==> config.mk <==
export PLATFORM = sky130hd
export DESIGN_NAME = mnemonic_keyword_counter
export DESIGN_NICKNAME = d
export VERILOG_FILES = /design/src/design/mkc_pkg.sv /design/src/design/mkc_matcher.sv /design/src/design/mkc_counters.sv /design/src/design/mnemonic_keyword_counter.sv
export SDC_FILE = /design/constraint.sdc
export NUM_CORES = 1
export LEC_CHECK = 0
export BUFFER_PORTS_ARGS = -buffer_cell sky130_fd_sc_hd__clkbuf_2
export CORE_UTILIZATION = 35
export CTS_BUF_LIST = sky130_fd_sc_hd__clkbuf_4
export DETAILED_ROUTE_END_ITERATION = 7
export HOLD_SLACK_MARGIN = 0.05
export PLACE_DENSITY = 0.46
export SETUP_SLACK_MARGIN = 0.3
export SYNTH_ARGS = -nofsm -noshare
export SYNTH_HDL_FRONTEND = slang
export SYNTH_SLANG_ARGS = --single-unit
==> constraint.sdc <==
create_clock -name clk -period 12.1 [get_ports clk]
set_input_delay 2.42 -clock clk [delete_from_list [all_inputs] [get_ports clk]]
set_output_delay 2.42 -clock clk [all_outputs]
set_load 0.01 [all_outputs]
==> src/design/mkc_pkg.sv <==
package mkc_pkg;

  localparam int COUNT_BITS  = 32;
  localparam int NUM_CLASSES = 9;
  localparam int NUM_REPORT  = 11;

  typedef logic [COUNT_BITS-1:0] count_t;
  typedef logic [4:0]            weight_t;
  typedef logic [3:0]            report_idx_t;

  localparam report_idx_t IDX_INSTR  = 4'd9;
  localparam report_idx_t IDX_CYCLES = 4'd10;

  localparam logic [31:0] KW_CODE [NUM_CLASSES] = '{
    32'h006D6F76,
    32'h00616464,
    32'h006D756C,
    32'h00646976,
    32'h006C6561,
    32'h70757368,
    32'h00706F70,
    32'h00726574,
    32'h00737562
  };

  localparam logic [NUM_CLASSES-1:0] KW_FOUR = 9'b000100000;

  localparam weight_t KW_WEIGHT [NUM_CLASSES] = '{
    5'd1, 5'd1, 5'd3, 5'd24, 5'd3, 5'd1, 5'd1, 5'd1, 5'd1
  };

  typedef struct packed {
    logic [7:0] symbol;
    logic       end_of_stream;
  } text_item_t;

  typedef struct packed {
    logic [3:0]  report_index;
    logic [31:0] report_value;
    logic        report_last;
  } report_item_t;

  typedef struct packed {
    logic        hit;
    report_idx_t cls;
  } close_t;

  typedef enum logic {
    REP_IDLE,
    REP_RUN
  } rep_state_t;

  function automatic logic is_space(input logic [7:0] c);
    return (c == 8'd32) || ((c >= 8'd9) && (c <= 8'd13));
  endfunction

  function automatic count_t sat_add(input count_t a, input weight_t b);
    logic [COUNT_BITS:0] sum;
    sum = {1'b0, a} + (COUNT_BITS + 1)'(b);
    if (sum[COUNT_BITS]) begin
      return '1;
    end
    return sum[COUNT_BITS-1:0];
  endfunction

  function automatic logic [31:0] report_word(input count_t v);
    logic [63:0] w;
    w = 64'(v);
    if (w > 64'h0000_0000_FFFF_FFFF) begin
      return 32'hFFFF_FFFF;
    end
    return w[31:0];
  endfunction

endpackage

==> src/design/mkc_matcher.sv <==
module mkc_matcher (
  input  logic                clk,
  input  logic                rst,
  input  logic                item_valid,
  input  mkc_pkg::text_item_t item,
  output mkc_pkg::close_t     close
);
  import mkc_pkg::*;

  logic [23:0]            recent;
  logic                   token_open;
  logic [NUM_CLASSES-1:0] seen;

  logic [23:0]            recent_base;
  logic [NUM_CLASSES-1:0] seen_base;
  logic [31:0]            win;
  logic [NUM_CLASSES-1:0] match;
  logic                   ends;

  assign recent_base = token_open ? recent : 24'd0;
  assign seen_base   = token_open ? seen : '0;
  assign win         = {recent_base, item.symbol};
  assign ends        = item.end_of_stream || is_space(item.symbol);

  always_comb begin
    for (int k = 0; k < NUM_CLASSES; k++) begin
      match[k] = KW_FOUR[k] ? (win == KW_CODE[k]) : (win[23:0] == KW_CODE[k][23:0]);
    end
  end

  always_comb begin
    close.hit = item_valid && ends && token_open && (|seen);
    close.cls = '0;
    for (int k = NUM_CLASSES - 1; k >= 0; k--) begin
      if (seen[k]) begin
        close.cls = 4'(k);
      end
    end
  end

  always_ff @(posedge clk) begin
    if (rst) begin
      recent     <= '0;
      token_open <= 1'b0;
      seen       <= '0;
    end else if (item_valid) begin
      if (ends) begin
        recent     <= '0;
        token_open <= 1'b0;
        seen       <= '0;
      end else begin
        recent     <= win[23:0];
        token_open <= 1'b1;
        seen       <= seen_base | match;
      end
    end
  end

endmodule

==> src/design/mkc_counters.sv <==
module mkc_counters (
  input  logic                  clk,
  input  logic                  rst,
  input  mkc_pkg::close_t       close,
  input  logic                  start,
  input  logic                  report_stall,
  output logic                  report_valid,
  output mkc_pkg::report_item_t report,
  output logic                  busy
);
  import mkc_pkg::*;

  count_t      counts [NUM_REPORT];
  rep_state_t  state;
  rep_state_t  state_next;
  report_idx_t rep_idx;
  logic        load;
  logic        last;

  always_comb begin
    state_next = state;
    unique case (state)
      REP_IDLE: begin
        if (start) begin
          state_next = REP_RUN;
        end
      end
      REP_RUN: begin
        if (load && last) begin
          state_next = REP_IDLE;
        end
      end
      default: state_next = REP_IDLE;
    endcase
  end

  always_comb begin
    load = 1'b0;
    busy = 1'b0;
    unique case (state)
      REP_IDLE: begin
        load = 1'b0;
        busy = 1'b0;
      end
      REP_RUN: begin
        load = !report_valid || !report_stall;
        busy = 1'b1;
      end
      default: begin
        load = 1'b0;
        busy = 1'b0;
      end
    endcase
  end

  assign last = (rep_idx == IDX_CYCLES);

  always_ff @(posedge clk) begin
    if (rst) begin
      state   <= REP_IDLE;
      rep_idx <= '0;
    end else begin
      state <= state_next;
      if (start) begin
        rep_idx <= '0;
      end else if (load) begin
        rep_idx <= rep_idx + 4'd1;
      end
    end
  end

  always_ff @(posedge clk) begin
    if (rst) begin
      for (int k = 0; k < NUM_REPORT; k++) begin
        counts[k] <= '0;
      end
    end else if (load && last) begin
      for (int k = 0; k < NUM_REPORT; k++) begin
        counts[k] <= '0;
      end
    end else if (close.hit) begin
      counts[close.cls]  <= sat_add(counts[close.cls], 5'd1);
      counts[IDX_INSTR]  <= sat_add(counts[IDX_INSTR], 5'd1);
      counts[IDX_CYCLES] <= sat_add(counts[IDX_CYCLES], KW_WEIGHT[close.cls]);
    end
  end

  always_ff @(posedge clk) begin
    if (rst) begin
      report_valid <= 1'b0;
    end else if (load) begin
      report_valid <= 1'b1;
    end else if (!report_stall) begin
      report_valid <= 1'b0;
    end
  end

  always_ff @(posedge clk) begin
    if (load) begin
      report.report_index <= rep_idx;
      report.report_value <= report_word(counts[rep_idx]);
      report.report_last  <= last;
    end
  end

  // The cycle total never falls below the instruction total, since every weight is at least one.
  a_cycles_ge_instr: assert property (@(posedge clk) disable iff (rst)
    counts[IDX_CYCLES] >= counts[IDX_INSTR])
    else $error("cycle total below instruction total");

  a_start_runs: assert property (@(posedge clk) disable iff (rst)
    start |=> (state == REP_RUN) && (rep_idx == 4'd0))
    else $error("report run did not begin at index zero");

  a_idx_range: assert property (@(posedge clk) disable iff (rst)
    (state == REP_RUN) |-> (rep_idx <= IDX_CYCLES))
    else $error("report index out of range");

  a_clear_after_run: assert property (@(posedge clk) disable iff (rst)
    (load && last) |=> (counts[IDX_INSTR] == '0) && (state == REP_IDLE))
    else $error("totals not cleared after report run");

  a_no_close_in_run: assert property (@(posedge clk) disable iff (rst)
    (state == REP_RUN) |-> !close.hit)
    else $error("token closed during report run");

endmodule

==> src/design/mnemonic_keyword_counter.sv <==
// Input: a byte is registered at acceptance and updates token and counters in the next cycle.
// Throughput: one byte per cycle unless stalled, set by the window compare and saturating adds.
// End of stream: via in_q and the state register, the first of eleven report items is registered;
// then one item per cycle unless report_stall is high; input stalls until the last item is loaded.
// Reset: synchronous, active high; clears token state, all totals and both valid flags.
module mnemonic_keyword_counter (
  input  logic                  clk,
  input  logic                  rst,
  input  logic                  text_valid,
  output logic                  text_stall,
  input  mkc_pkg::text_item_t   text,
  output logic                  report_valid,
  input  logic                  report_stall,
  output mkc_pkg::report_item_t report
);
  import mkc_pkg::*;

  text_item_t in_q;
  logic       in_q_valid;
  logic       busy;
  logic       start;
  close_t     close;

  assign start      = in_q_valid && in_q.end_of_stream;
  assign text_stall = busy || start;

  always_ff @(posedge clk) begin
    if (rst) begin
      in_q_valid <= 1'b0;
    end else begin
      in_q_valid <= text_valid && !text_stall;
    end
  end

  always_ff @(posedge clk) begin
    if (text_valid && !text_stall) begin
      in_q <= text;
    end
  end

  mkc_matcher u_matcher (
    .clk        (clk),
    .rst        (rst),
    .item_valid (in_q_valid),
    .item       (in_q),
    .close      (close)
  );

  mkc_counters u_counters (
    .clk          (clk),
    .rst          (rst),
    .close        (close),
    .start        (start),
    .report_stall (report_stall),
    .report_valid (report_valid),
    .report       (report),
    .busy         (busy)
  );

endmodule
==> out/results.ini <==
[grt]
grt_max_degree = 66
grt_use_total_pct = 22.2
grt_overflow = 0
grt_pass1_vias = 20900
grt_pass1_wl_um = 137000
antenna_found_initial = 4

[sta]
setup_violations = 0
fin_skew_ns = 0.0757
period_share_pct = 54.7
fin_setup_tns_ns = 0
drv_slew = 0
tightest_slew_ns = 1.25
rsz0062_at_grt = false
slew_headroom_pct = 16.2
hold_viol_final = 0
max_freq_mhz = 151
period_needed_ns = 6.62

[finish]
layout_common_cells = edfxtp_1, nor2_1, clkbuf_4, mux4_2, conb_1
syn_to_final_growth_pct = 14.5
final_common_cell = edfxtp_1
final_cell_area_um2 = 33200
drive_gt1_share_pct = 22.8
final_nets = 2520

[critical_path]
reg2regPathDepth = 15
cp.depth = 15
crit_chain = inv_1 -> o21ai_0 -> a31oi_4 -> buf_4 -> o221ai_1 -> a21oi_1 -> ha_1 -> inv_1 -> or4_1 -> nor4_2 -> nand4_2 -> nor3_2 -> nand3_1 -> mux2i_1 -> inv_1
rr_startpoint = u_matcher.seen[4]$_SDFFE_PP0P_
r2r_slack_ns = 5.48
slowest_delay_ns = 0.72
cp-startpoint = u_matcher.seen[4]$_SDFFE_PP0P_
critPathLaunchType = register
crit_family = simple AND/OR/NAND/NOR gates
crit_path_end_kind = register
critPathMostFrequentCell = inv_1
r2r_end = u_counters.counts[12][28]$_DFFE_PP_
crit_path_max_fanout = 16
path_class = reg2reg
cp.arrival_ns = 7.32
critPathSlowestCell = mux2i_1
endpoint = u_counters.counts[12][28]$_DFFE_PP_
critPathBufInv = 4
cp.required_ns = 12.81

[cts]
htree_levels = 4
clk_latency_ns = 1.05
cts_tree = yes
cts_resized = 0
numCtsBuffers = 174
path_clk_slew_ns = 0.06
cts.path.max_buffers = 3
cts-root-buf = clkbuf_4
cts_sinks = 599
holdBufCountCts = 0
cts_setup_buffers = 0

[power]
leakagePower_nw = 11.7
clkPwrFrac_pct = 41.7
p_sw_mw = 1.10
power_frac_seq_pct = 52.8
pwr_density_cell_nw_per_um2 = 137
p_comb_share_pct = 5.5
irDropWorstVdd_uv = 71.6
swShare_pct = 24.3
p_int_mw = 3.44

[logic_synthesis]
syn-cell-area_um2 = 29000
ys.flop_type = edfxtp_1
avgSynthCellArea_um2 = 13.1
synth-seq-cells = 599
synth-edff-count = 558
ys_warn_count = 0
synthCells = 2217
async_reset_ff_share_pct = 0
yosysSeqAreaShare_pct = 60.6
yosysUniqueCellTypes = 83

[place]
place.gp.congestion = 0.861
place_area_um2 = 31100
dp_hpwl_um = 56500
io_buffers = 51

[floorplanning]
core_um2 = 82100
die_h_um = 290
io_pins = 52
rows = 105
die-area_um2 = 84100
start_util_pct = 35.3
dieWidth_um = 290

[drt]
routedWlPerCell_um = 25.0
dr.pass1.iters = 6
num_vias = 20500
drt_iter0_drc = 2058
drc = 0
routed_wl_um = 92600
ant_nets = 0
vias_per_cell = 5.53

[outcome]
status = completed

[flow_run]
drv_cap = 0

[min_path]
hold_path_class = reg2reg

cell usage after synthesis, drive strengths merged (7+ instances only):
| cell type | count | area [µm²] |
|---|---|---|
| nand3 | 71 | 355 |
| o221ai | 16 | 146 |
| a22oi | 9 | 67.6 |
| nor4 | 14 | 115 |
| nor2 | 380 | 1460 |
| xnor2 | 36 | 315 |
| o211a | 7 | 70.1 |
| buf | 50 | 239 |
| mux2i | 27 | 270 |
| mux4 | 160 | 3600 |
| o21ai | 21 | 109 |
| nand2 | 155 | 582 |
| nor2b | 33 | 206 |
| edfxtp | 558 | 16800 |
| o22ai | 48 | 300 |
| nand2b | 18 | 113 |
| nand4 | 21 | 138 |
| inv | 50 | 188 |
| a21o | 7 | 52.6 |
| dfxtp | 41 | 821 |
| o211ai | 10 | 75.1 |
| a21oi | 154 | 778 |
| and3 | 36 | 225 |
| clkbuf | 99 | 373 |
| a221oi | 7 | 61.3 |
| a31oi | 13 | 81.3 |
| xor2 | 35 | 307 |
| ha | 8 | 100 |
| or2 | 9 | 56.3 |
| nor3 | 28 | 194 |
power by group through the flow:
stage | clock network, mW | registers, mW | logic (mW)
finish | 1.90 | 2.40 | 0.249
global route | 2.06 | 2.41 | 0.270
CTS | 1.96 | 2.40 | 0.252
detailed placement | 0 | 2.44 | 0.251
global placement | 0 | 2.44 | 0.249
floorplan | 0 | 2.42 | 0.177
worst reg2reg max path: stages, from the launching register on:
cell and delay, ns:
dfxtp_1 0.46, inv_1 0.58, o21ai_0 0.35, a31oi_4 0.63, buf_4 0.46, o221ai_1 0.22
a21oi_1 0.42, ha_1 0.26, inv_1 0.07, or4_1 0.54, nor4_2 0.25, nand4_2 0.27
nor3_2 0.62, nand3_1 0.18, mux2i_1 0.72, inv_1 0.24
flip-flops by register name, indices dropped and copies added (netlist names):
signal and cells:
u_matcher.recent 24, u_counters.report_valid 1, u_matcher.seen 9, u_counters.state 1, u_counters.counts 512, u_counters.report 37, u_matcher.token_open 1, in_q 9
in_q_valid 1, u_counters.rep_idx 4
stage by stage:
step           power (mW)  utilization [%]  setup slack (ns)  cells  hold slack (ns)
6_report             4.55             40.5              5.48   3703            0.474
5_1_grt              4.74             40.5              5.02   3700            0.487
4_1_cts              4.61             40.5              5.53   3694            0.473
3_5_place_dp         2.70             37.8              5.21   3392            0.463
3_3_place_gp         2.69             37.8              5.30   3392            0.460
2_1_floorplan        2.59                -              5.35   2376            0.406
cell type report:
type	instances	area [µm²]
Antenna cell	9	22.5
Clock buffer	247	1850
Clock inverter	55	302
Fill cell	7802	48900
Inverter	50	188
Multi-Input combinational cell	1578	11400
Sequential cell	599	17600
Tap cell	1070	1340
Timing Repair Buffer	95	586
cell families after synthesis:
logic type | Yosys count | share of synthesized area, %
AOI/OAI and AO/OA | 337 | 7.39
other | 1 | 0.0129
DFF | 599 | 60.6
xor gates and xnor gates | 71 | 2.14
and+or+nand+nor | 810 | 13.2
adders and majority gates | 9 | 0.414
muxes | 191 | 13.5
buffers and inverters | 199 | 2.76
worst min-delay path by stage:
stage / start / end / slack [ns] / cells past startpoint
finish: u_matcher.recent[16]$_SDFFE_PP0P_ / u_matcher.recent[16]$_SDFFE_PP0P_ / 0.47 / 2
global route: u_matcher.recent[16]$_SDFFE_PP0P_ / u_matcher.recent[16]$_SDFFE_PP0P_ / 0.49 / 2
CTS: u_matcher.recent[16]$_SDFFE_PP0P_ / u_matcher.recent[16]$_SDFFE_PP0P_ / 0.47 / 2
detailed placement: u_matcher.recent[16]$_SDFFE_PP0P_ / u_matcher.recent[16]$_SDFFE_PP0P_ / 0.46 / 2
global placement: u_matcher.recent[16]$_SDFFE_PP0P_ / u_matcher.recent[16]$_SDFFE_PP0P_ / 0.46 / 2
floorplan: u_counters.rep_idx[2]$_SDFFE_PP0P_ / u_counters.report[35]$_DFFE_PP_ / 0.41 / 0
per-layer routing:
| layer | vias to the layer above | track usage [%] | share of wire [%] |
|---|---|---|---|
| met5 | - | 0 | 0 |
| met4 | 0 | 9.24 | 3.1 |
| met3 | 183 | 4.63 | 7.3 |
| met2 | 869 | 35.5 | 47 |
| met1 | 10500 | 29.3 | 42 |
| li1 | 8965 | - | - |
(Power assumes the default switching activity.)
